<file path="src/rtl/dpcm_pkg.sv">
`timescale 1ns / 1ps
`default_nettype none
// ----------------------------------------------------------------------------
// dpcm_pkg: shared types and constants
// Request codes, register indexes, the front-to-back beat struct and the
// DPCM step table of the sample voice.
// ----------------------------------------------------------------------------
package dpcm_pkg;

    localparam int unsigned MemBytesDefault = 65536;
    localparam int unsigned MaxStepsDefault = 16;
    localparam int unsigned CfgIdxW         = 3;
    localparam int unsigned CfgDataW        = 28;

    typedef enum logic [1:0] {
        REQ_TICK  = 2'd0,
        REQ_KEYON = 2'd1,
        REQ_KEYOFF = 2'd2,
        REQ_WRITE = 2'd3
    } req_t;

    typedef enum logic [CfgIdxW-1:0] {
        CFG_RATE   = 3'd0,
        CFG_START  = 3'd1,
        CFG_LENGTH = 3'd2,
        CFG_LOOP   = 3'd3,
        CFG_DPCM   = 3'd4,
        CFG_REV    = 3'd5,
        CFG_GAINL  = 3'd6,
        CFG_GAINR  = 3'd7
    } cfg_idx_t;

    // one queued beat from front to back
    typedef struct packed {
        req_t        kind;
        logic [15:0] addr;
        logic [7:0]  data;
    } cmd_t;

    function automatic logic signed [8:0] dpcm_step(input logic [3:0] nib);
        logic signed [8:0] s;
        begin
            case (nib)
                4'd0:  s = 9'sd0;
                4'd1:  s = 9'sd1;
                4'd2:  s = 9'sd2;
                4'd3:  s = 9'sd4;
                4'd4:  s = 9'sd8;
                4'd5:  s = 9'sd16;
                4'd6:  s = 9'sd32;
                4'd7:  s = 9'sd64;
                4'd8:  s = -9'sd128;
                4'd9:  s = -9'sd64;
                4'd10: s = -9'sd32;
                4'd11: s = -9'sd16;
                4'd12: s = -9'sd8;
                4'd13: s = -9'sd4;
                4'd14: s = -9'sd2;
                default: s = -9'sd1;
            endcase
            return s;
        end
    endfunction

endpackage
`default_nettype wire

</file>
<file path="src/rtl/dpcm_front.sv">
`timescale 1ns / 1ps
`default_nettype none
// ----------------------------------------------------------------------------
// dpcm_front: input queue
// Takes request beats and holds them in a two-entry queue for the engine.
// ----------------------------------------------------------------------------
module dpcm_front (
    input  wire logic          clk,
    input  wire logic          rst_n,
    input  wire logic          in_valid,
    output logic               in_stall,
    input  wire dpcm_pkg::cmd_t in_cmd,
    output logic               q_valid,
    input  wire logic          q_pop,
    output dpcm_pkg::cmd_t     q_cmd
);
    import dpcm_pkg::*;

    cmd_t       mem_reg [2];
    logic       wp_reg, rp_reg;
    logic [1:0] cnt_reg;
    logic       push;

    assign in_stall = (cnt_reg == 2'd2);
    assign push     = in_valid && !in_stall;
    assign q_valid  = (cnt_reg != 2'd0);
    assign q_cmd    = mem_reg[rp_reg];

    // storage
    always_ff @(posedge clk)
    begin
        if (push)
        begin
            mem_reg[wp_reg] <= in_cmd;
        end
    end

    // pointers
    always_ff @(posedge clk or negedge rst_n)
    begin
        if (!rst_n)
        begin
            wp_reg  <= 1'b0;
            rp_reg  <= 1'b0;
            cnt_reg <= 2'd0;
        end
        else
        begin
            if (push)
            begin
                wp_reg <= ~wp_reg;
            end
            if (q_pop)
            begin
                rp_reg <= ~rp_reg;
            end
            cnt_reg <= cnt_reg + {1'b0, push} - {1'b0, q_pop};
        end
    end

    a_no_overflow: assert property (@(posedge clk) disable iff (!rst_n)
        cnt_reg == 2'd2 |-> !push) else $error("queue overflow");
    a_no_underflow: assert property (@(posedge clk) disable iff (!rst_n)
        q_pop |-> cnt_reg != 2'd0) else $error("queue underflow");
    a_cnt_range: assert property (@(posedge clk) disable iff (!rst_n)
        cnt_reg != 2'd3) else $error("bad count");
endmodule
`default_nettype wire

</file>
<file path="config.mk">
export PLATFORM = sky130hd
export DESIGN_NAME = dpcm_front
export DESIGN_NICKNAME = d
export VERILOG_FILES = /design/src/rtl/dpcm_pkg.sv /design/src/rtl/dpcm_front.sv
export SDC_FILE = /design/constraint.sdc
export NUM_CORES = 1
export LEC_CHECK = 0
export BUFFER_PORTS_ARGS = -buffer_cell sky130_fd_sc_hd__buf_2
export CAP_MARGIN = 0
export CORE_ASPECT_RATIO = 1.5
export CORE_MARGIN = 2
export CORE_UTILIZATION = 40
export DETAILED_ROUTE_END_ITERATION = 8
export GPL_ROUTABILITY_DRIVEN = 1
export SLEW_MARGIN = 10
export SYNTH_ARGS = -nofsm -noshare
export SYNTH_HDL_FRONTEND = slang
export SYNTH_SLANG_ARGS = --single-unit
</file>
<file path="constraint.sdc">
create_clock -name clk -period 5.8 [get_ports clk]
set_clock_uncertainty 0.1 [all_clocks]
set_input_delay 0.87 -clock clk [delete_from_list [all_inputs] [get_ports clk]]
set_output_delay 0.87 -clock clk [all_outputs]
set_load 0.02 [all_outputs]
</file>
==> impl_results.md, run 1 <==
- Syn nets: 130
- Fmax: 0.347 GHz
- CP max stage delay: 690 ps
- Area grow syn2layout: 21.0%
- # fillers: 464
- WL final: 3.32 mm
- Drc violations: 0
- CTS buffer count: 5
- Routed len/inst: 14.4 um
- RSZ-0062 raised after global routing: no
- Worst-path clk slew: 90 ps
- Clock latency at the later pin of the worst-skew pair: 290 ps
- Fin crit share: 49.7%
- Relative slew slack: 64.7%
- Pin count of the biggest net entering global routing: 19
- Rows: 32
- N_diodes: 0
- First-pass GRT wire length: 5.16 mm
- Grt ovf: 0
- Worst Path Max Fanout: 18
- Post-DP HPWL: 2.47 mm
- Slowest stage cell, crit path: dfrtp_1
- CP Cell Sequence: buf_4 > mux2_2 > buf_2
- Vias in the first global route: 1123
- Layout cells sized above 1: 58.9%
- Die height: 94.2 um
- Leak Pwr: 0.00106 uW
- Crit path launch type: flip-flop
- Total Power Consumption: 1320 uW
- DR vias: 1059
- Worst reg-to-reg setup slack: 3990 ps
- HP Class: input port to async pin
- Setup crit end kind: primary output
- Max Cap Viol: 0
- Clock root buffer master: clkbuf_8
- Postcts setup bufs: 0
- Final setup fails: 0
- Tmin final: 2880 ps
- Post-CTS sizing: 0
- Sink Count: 56
- H-tree lvl count: 2
- IO Pins: 58
- Avg Cell Area, Syn: 22.2 um2
- Status: complete, no violations
- YS warnings: 0
- Sequential area share after synthesis: 76.5%
- Cell area after synthesis: 2170 um2
- Netlist cell types: 15
- Nets: 194
- Finished Core Util: 50.5%
- Max reg flops: 52
- Post-synthesis cell count: 98
- Number of synthesized register bits: 56
- Initial antenna violation count: 0
- Initial Utilization: 41.7%
- Detailed-router iteration count before antenna repair: 4
- DP Worst Slack: 3200 ps
- Tot GR Track Use: 11.5%
- Critical setup path kind: flip-flop to primary output
- Post-route ant nets: 0
- End of the worst register-to-register path: mem_reg[0][0]
- 1st-iter DRT viols: 25
- Cell Pwr Density: 504 nW/um2
- WP data required: 4830 ps
- Vias/cell: 4.58
- Final GP Congestion: 0.649
- Max IR drop VDD: 363 uV
- Worst setup margin: 2920 ps
- IO Port Bufs: 57
- CP arrival: 1910 ps
- Final Hold Fails: 0
- Register-to-Register Path Depth: 4
- Hold buffer count at CTS: 0
- Worst r2r src: cnt_reg[1]
- CTS Buffer Depth: 2
- Core area: 5200 um2
- Max-slew violation count: 0
- Die Footprint: 6040 um2
- Setup TNS: 0 ps
- Die X: 64.2 um
- CTS tree: yes
- Slew @ Worst Pin: 530 ps
[power breakdown]
part | internal [uW] | leakage, uW | switching [uW]
sequential | 554 | 0.000529 | 43.2
clock | 128 | 0.0000541 | 116
combinational | 220 | 0.000477 | 263
[worst max path at each step]
stage	cells past startpoint	endpoint	start	slack, ps
after floorplan	2	mem_reg[0][0]	in_valid	3220
after global placement	3	q_cmd[2]	rp_reg	3260
after detailed placement	3	q_cmd[2]	rp_reg	3200
after CTS	3	q_cmd[2]	rp_reg	2870
after global routing	3	q_cmd[5]	rp_reg	2800
final	3	q_cmd[5]	rp_reg	2920
[stage by stage]
step,std cells,area (um2),hold WS (ps)
2_1_floorplan,98,2170,360
3_3_place_gp,223,2510,394
3_5_place_dp,223,2510,397
4_1_cts,231,2630,260
5_1_grt,231,2630,249
6_report,231,2630,265
[cell usage in the layout (no fill, tap or decap), drive strengths merged, types with 2 or more instances in the layout]
cell type / instances
buf: 60
edfxtp: 52
mux2: 26
clkbuf: 5
dfrtp: 4
xnor2: 3
inv: 2
ha: 2
[worst max-delay path: cells and delay by family, from the launching register on]
family                 cells  cell delay [ps]
DFF                        1              690
muxes                      1              370
buffers and inverters      2              560
[kinds of logic after synthesis]
family	synth area share, %
buf+inv	2.71
simple gates	1.21
xor+xnor	1.61
mux	16.8
flops	76.5
fa+ha+maj	1.15
[routing by layer]
metal / routed length, um / GRT usage (%)
met1: 1140 / 11.4
met2: 1920 / 21.8
met3: 227 / 3.84
met4: 39 / 3.72
met5: 0 / 0
[area by class of cell]
class                      count  area [um2]  share of cell area [%]
timing repair buffer          60         308                    11.7
tap                           68        85.1                    3.24
inverter                       2        7.51                   0.286
clock buffer                   5        68.8                    2.62
clock inverter                 3        42.5                    1.62
sequential                    56        1660                    63.3
multi-input combinational     37         453                    17.2
[cells in the mapped netlist, drive strengths merged]
master   n  area [um2]
edfxtp  52        1560
xnor2    3        26.3
and3     1        6.26
dfrtp    4         100
or2      1        6.26
mux2    26         364
nand2b   1        6.26
nor2     1        3.75
ha       2        25.0
buf      3        51.3
xor2     1        8.76
inv      2        7.51
nand2    1        3.75
Power figures use the tool's default switching activity.
==> run 2: changes to the inputs <==
--- a/config.mk
+++ b/config.mk
@@ -12,6 +12,7 @@
 export CORE_UTILIZATION = 40
 export DETAILED_ROUTE_END_ITERATION = 8
 export GPL_ROUTABILITY_DRIVEN = 1
+export PLACE_DENSITY = 0.66
 export SLEW_MARGIN = 10
 export SYNTH_ARGS = -nofsm -noshare
 export SYNTH_HDL_FRONTEND = slang
==> constraint.sdc (replaced) <==
create_clock -name clk -period 2.33 [get_ports clk]
set_clock_uncertainty 0.1 [all_clocks]
set_input_delay 0.3495 -clock clk [delete_from_list [all_inputs] [get_ports clk]]
set_output_delay 0.3495 -clock clk [all_outputs]
set_load 0.02 [all_outputs]
==> run 2 against run 1 <==
Compared with the run above: via count up 0.47%; core utilization increased by 0.41 points; clock power increased by 120%; sequential share of layout area fell by 0.51 points; non-clock buffer count is 4 higher; first-iteration DRC count increased by 28%; global-route usage up 0.19 points; final cell count increased by 1.7%; largest cell class unchanged; largest power group unchanged.
==> impl_results.md, run 2 (same netlist as run 1, synthesis figures left out) <==
- Clock root buffer master: clkbuf_8
- Final setup fails: 0 (unchanged)
- Die height: 94.2 um (unchanged)
- Worst-path clk slew: 90 ps (about the same)
- DR vias: 1064 (+0.47%)
- CP max stage delay: 360 ps (-330 ps)
- Tot GR Track Use: 11.6% (+0.19 points)
- Hold Path Sink: mem_reg[0][7]
- H-tree lvl count: 2 (unchanged)
- Crit path launch type: flip-flop
- Detailed-router iteration count before antenna repair: 4 (unchanged)
- Grt ovf: 0 (unchanged)
- CTS buffer count: 5 (unchanged)
- Final Hold Fails: 0 (unchanged)
- Tmin final: 1880 ps
- CP arrival: 1430 ps (-480 ps)
- Core area: 5200 um2 (unchanged)
- Final GP Congestion: 0.607 (-6.5%)
- Rows: 32 (unchanged)
- Worst reg-to-reg setup slack: 650 ps (-3340 ps)
- IO Port Bufs: 57 (unchanged)
- Post-route ant nets: 0 (unchanged)
- Routed len/inst: 14.4 um (+0.40%)
- # fillers: 457 (-1.5%)
- Worst Path Max Fanout: 14 (-4)
- WP data required: 1880 ps (-2950 ps)
- IO Pins: 58 (unchanged)
- Initial antenna violation count: 0 (unchanged)
- Relative slew slack: 82.5% (+18 points)
- Hold Path Depth: 1
- FF+latch area: 1660 um2 (unchanged)
- Cell Pwr Density: 1240 nW/um2 (+150%)
- Vias/cell: 4.53 (-1.2%)
- Worst path bufs/invs: 2 (unchanged)
- Pin count of the biggest net entering global routing: 17 (-2)
- Initial Utilization: 41.7% (unchanged)
- First-pass GRT wire length: 5.20 mm (+0.79%)
- Die X: 64.2 um (unchanged)
- Critical setup path kind: flip-flop to primary output
- Top Family by Delay on Critical Path: buffers and inverters
- Setup TNS: 0 ps (unchanged)
- RSZ-0062 raised after global routing: no
- Max reg flops: 52 (unchanged)
- Post-DP HPWL: 2.55 mm (+3.1%)
- Max IR drop VDD: 735 uV (+100%)
- Setup crit end kind: primary output
- Worst r2r src: cnt_reg[1]
- 1st-iter DRT viols: 32 (+28%)
- Most common library cell in the layout ignoring fill and taps: buf_2
- Post-CTS sizing: 0 (unchanged)
- Most frequent cells in the layout: 57 x buf_2, 52 x edfxtp_1, 19 x mux2_4
- HP Start: in_cmd[7]
- Drc violations: 0 (unchanged)
- Clock latency at the later pin of the worst-skew pair: 300 ps (about the same)
- Leak Pwr: 0.00108 uW (+1.6%)
- End of the worst register-to-register path: cnt_reg[1]
- Nets: 198 (+2.1%)
- CTS Buffer Depth: 2 (unchanged)
- N_diodes: 0 (unchanged)
- Slew @ Worst Pin: 263 ps (-266 ps)
- Register-to-Register Path Depth: 7 (+3)
- Footprint of the multi-input gates: 453 um2 (unchanged)
- Max-slew violation count: 0 (unchanged)
- CP Cell Sequence: buf_4 > mux2_4 > buf_2
- Fin crit share: 80.6%
- Status: complete, no violations
- WL final: 3.39 mm (+2.1%)
- Layout cells sized above 1: 58.7% (-0.21 points)
- CTS tree: yes
- Fmax: 0.532 GHz
- Sink Count: 56 (unchanged)
- Slowest stage cell, crit path: dfrtp_1
- HP Class: input port to flip-flop
- Finished Core Util: 50.9% (+0.41 points)
- Postcts setup bufs: 0 (unchanged)
- Vias in the first global route: 1101 (-2.0%)
- Die Footprint: 6040 um2 (unchanged)
- Area grow syn2layout: 22.0%
- Max Cap Viol: 0 (unchanged)
## run 2: changes by cell type in the layout (fill, tap and decap cells not counted), sizes merged
cell	previous run	this run
buf	60	63
bufinv	1	0
clkbuf	5	8
clkinvlp	1	0
dlygate4sd3	0	1
clkinv	1	0
## run 2: layout make-up
class                      count  area share (%)
sequential                    56            62.8
inverter                       2           0.284
clock buffer                   8            3.78
tap                           68            3.21
multi-input combinational     37            17.1
timing repair buffer          64            12.9
## run 2: metrics by stage
stage	hold slack [ps]	std cells	area [um2]	setup slack (ps)	power [uW]
finish	135	235	2650	451	3280
global route	123	235	2650	389	3450
CTS	125	235	2650	424	3330
detailed placement	60.5	226	2540	635	2780
global placement	56.6	226	2540	780	2720
floorplan	-46.1	98	2170	126	2470
## run 2: worst max path at each step
stage | from | depth (start not counted) | endpoint
final | rp_reg | 3 | q_cmd[19]
after global routing | rp_reg | 3 | q_cmd[24]
after CTS | rp_reg | 3 | q_cmd[23]
after detailed placement | cnt_reg[0] | 7 | cnt_reg[1]
after global placement | cnt_reg[1] | 7 | cnt_reg[1]
after floorplan | cnt_reg[1] | 3 | mem_reg[0][0]
## run 2: metal layers
metal  global-route usage (%)  routed length, um  share of wire (%)  vias up
met2                     22.2               1960                 58       27
met5                        0                  0                  0        -
met3                     3.60                169                5.0        5
met1                     11.1               1190                 35      522
met4                     5.32                 68                2.0        0
li1                         -                  -                  -      510
## run 2: what timing repair did
item,4_1_cts,5_1_grt
hold endpoints to repair,4,0
setup endpoints to repair,0,0
hold buffers,1,0
## run 2: power breakdown
group | internal [uW] | switching (uW) | total, uW | leakage (uW)
Clock | 271 | 277 | 548 | 0.0000515
Combinational | 577 | 707 | 1280 | 0.000496
Sequential | 1380 | 72.3 | 1450 | 0.000529
==> run 3: changes to the inputs <==
--- a/config.mk
+++ b/config.mk
@@ -12,7 +12,6 @@
 export CORE_UTILIZATION = 40
 export DETAILED_ROUTE_END_ITERATION = 8
 export GPL_ROUTABILITY_DRIVEN = 1
-export PLACE_DENSITY = 0.66
 export SLEW_MARGIN = 10
 export SYNTH_ARGS = -nofsm -noshare
 export SYNTH_HDL_FRONTEND = slang
==> constraint.sdc (replaced) <==
create_clock -name clk -period 1.95 [get_ports clk]
set_clock_uncertainty 0.1 [all_clocks]
set_input_delay 0.2925 -clock clk [delete_from_list [all_inputs] [get_ports clk]]
set_output_delay 0.2925 -clock clk [all_outputs]
set_load 0.02 [all_outputs]
==> run 3 against run 2 <==
Compared with the run above: final cell count unchanged; final area down 0.33%; critical endpoint is now q_cmd[20]; flip-flop and latch count unchanged; combinational power up 20%; first-iteration DRC count down 56%; count of clock-buffer cells in the layout down 3; routed wire length up 2.9%; critical path type unchanged; critical path depth unchanged; clock power up 13%; highest routed layer unchanged.
==> impl_results.md, run 3 (same netlist as run 1, synthesis figures left out) <==
- DR WL met2: 2.05 mm (+4.7%)
- Worst Path Max Fanout: 16 (+2)
- Core area: 5200 um2 (unchanged)
- # fillers: 459 (+0.44%)
- Rows: 32 (unchanged)
- Total Power Consumption: 3890 uW (+18%)
- M1 WL: 1.22 mm (+2.4%)
- Finished Core Util: 50.7% (-0.17 points)
- IO Pins: 58 (unchanged)
- Final GP Congestion: 0.640 (+5.5%)
- Top Metal Used: met4
- Die height: 94.2 um (unchanged)
- HP Class: input port to flip-flop
- Footprint of the multi-input gates: 453 um2 (unchanged)
- DR WL met3: 185 um (+9.5%)
- Worst-path clk slew: 100 ps (about the same)
- Post-route ant nets: 0 (unchanged)
- RSZ-0062 raised after global routing: no
- Most common library cell in the layout ignoring fill and taps: buf_2
- CP max stage delay: 350 ps (about the same)
- Setup crit end kind: primary output
- Max IR drop VDD: 972 uV (+32%)
- Max-slew violation count: 0 (unchanged)
- Die Footprint: 6040 um2 (unchanged)
- Most frequent cells in the layout: 57 x buf_2, 52 x edfxtp_1, 19 x mux2_4
- CTS Buffer Depth: 2 (unchanged)
- FF+latch area: 1660 um2 (unchanged)
- Worst reg-to-reg setup slack: 260 ps (-390 ps)
- Nets: 198 (unchanged)
- Top Family by Delay on Critical Path: buffers and inverters
- Detailed-router iteration count before antenna repair: 4 (unchanged)
- CTS tree: yes
- Status: complete, no violations
- Post-CTS sizing: 0 (unchanged)
- Vias/cell: 4.60 (+1.5%)
- CP arrival: 1450 ps (+20 ps)
- Post-DP Area: 2540 um2 (unchanged)
- Pin count of the biggest net entering global routing: 19 (+2)
- Leak Pwr: 0.00107 uW (-0.28%)
- Grt ovf: 0 (unchanged)
- Initial antenna violation count: 0 (unchanged)
- Critical setup path kind: flip-flop to primary output
- Die X: 64.2 um (unchanged)
- CTS buffer count: 5 (unchanged)
- Cell Pwr Density: 1470 nW/um2 (+19%)
- 1st-iter DRT viols: 14 (-56%)
- Max reg flops: 52 (unchanged)
- First-pass GRT wire length: 5.40 mm (+3.8%)
- Tmin final: 1840 ps
- Crit path launch type: flip-flop
- Slew @ Worst Pin: 304 ps (+41.2 ps)
- Relative slew slack: 79.7% (-2.7 points)
- Tot GR Track Use: 12.2% (+0.58 points)
- Max Cap Viol: 0 (unchanged)
- Final Hold Fails: 0 (unchanged)
- Clock root buffer master: clkbuf_8
- Fmax: 0.544 GHz
- Setup TNS: 0 ps (unchanged)
- Vias in the first global route: 1184 (+7.5%)
- WP data required: 1560 ps (-320 ps)
- Drc violations: 0 (unchanged)
- Clock latency at the later pin of the worst-skew pair: 300 ps (about the same)
- DR vias: 1080 (+1.5%)
- Worst path bufs/invs: 2 (unchanged)
- Initial Utilization: 41.7% (unchanged)
- CP Cell Sequence: buf_4 > mux2_4 > buf_2
- Post-DP HPWL: 2.51 mm (-1.2%)
- Final setup fails: 0 (unchanged)
- Fin crit share: 94.3%
- IO Port Bufs: 57 (unchanged)
- Post-route cell area: 2640 um2 (-0.33%)
- Sink Count: 56 (unchanged)
- Area grow syn2layout: 21.6%
- N_diodes: 0 (unchanged)
- Routed len/inst: 14.9 um (+2.9%)
- H-tree lvl count: 2 (unchanged)
- Slowest stage cell, crit path: dfrtp_1
- Layout cells sized above 1: 59.3% (+0.60 points)
- Postcts setup bufs: 0 (unchanged)
- WL final: 3.49 mm (+2.9%)
[run 3: cell count changes in the layout (fill, tap and decap cells not counted)]
cell      previous run  this run
clkbuf_8             7         5
clkinv_4             0         1
clkbuf_1             1         0
clkinv_2             0         1
inv_6                0         1
[run 3: per-layer routing]
| layer | vias to the layer above | global-route usage, % |
|---|---|---|
| met2 | 36 | 23.4 |
| met1 | 534 | 11.7 |
| met4 | 0 | 5.85 |
| met3 | 2 | 3.48 |
| met5 | - | 0 |
| li1 | 508 | - |
[run 3: layout make-up]
class	count	area share (%)
Clock buffer	5	2.61
Clock inverter	3	0.853
Inverter	2	0.284
Multi-Input combinational cell	37	17.2
Sequential cell	56	63.0
Tap cell	68	3.22
Timing Repair Buffer	64	12.9
[run 3: worst reg2reg max path, delay by kind of cell (launching register included)]
kind / cells / cell delay, ps
adders and majority gates: 2 / 490
xor gates and xnor gates: 2 / 310
and+or+nand+nor: 2 / 290
buffers and inverters: 1 / 40
DFF: 1 / 390
[run 3: through the flow]
stage / hold WS [ps] / setup WS, ps / instances
6_report: 68.8 / 111 / 235
5_1_grt: 47.9 / 35.3 / 235
4_1_cts: 56.6 / 76.2 / 235
3_5_place_dp: 5.60 / 262 / 226
3_3_place_gp: 1.90 / 396 / 226
2_1_floorplan: -103 / 169 / 98
[run 3: path summary, 6_finish.rpt]
| check | start | to | cells past startpoint |
|---|---|---|---|
| setup reg to reg | cnt_reg[0] | cnt_reg[1] | 7 |
| min in group asynchronous | rst_n | rp_reg | 2 |
| hold reg to reg | wp_reg | wp_reg | 1 |
| max in group asynchronous | rst_n | cnt_reg[0] | 2 |
| hold / removal | in_cmd[6] | mem_reg[1][6] | 1 |
| setup / recovery | rp_reg | q_cmd[20] | 3 |
[run 3: what timing repair did]
item / CTS / global route
endpoints found under the hold margin: 4 / 0
setup endpoints to repair: 0 / 0
hold buffers: 1 / 0
[run 3: where the power goes]
part	total (uW)	switching, uW	internal [uW]	leakage [uW]
Combinational	1530	843	689	0.000496
Sequential	1740	89.1	1650	0.000529
Clock	617	359	258	0.0000485
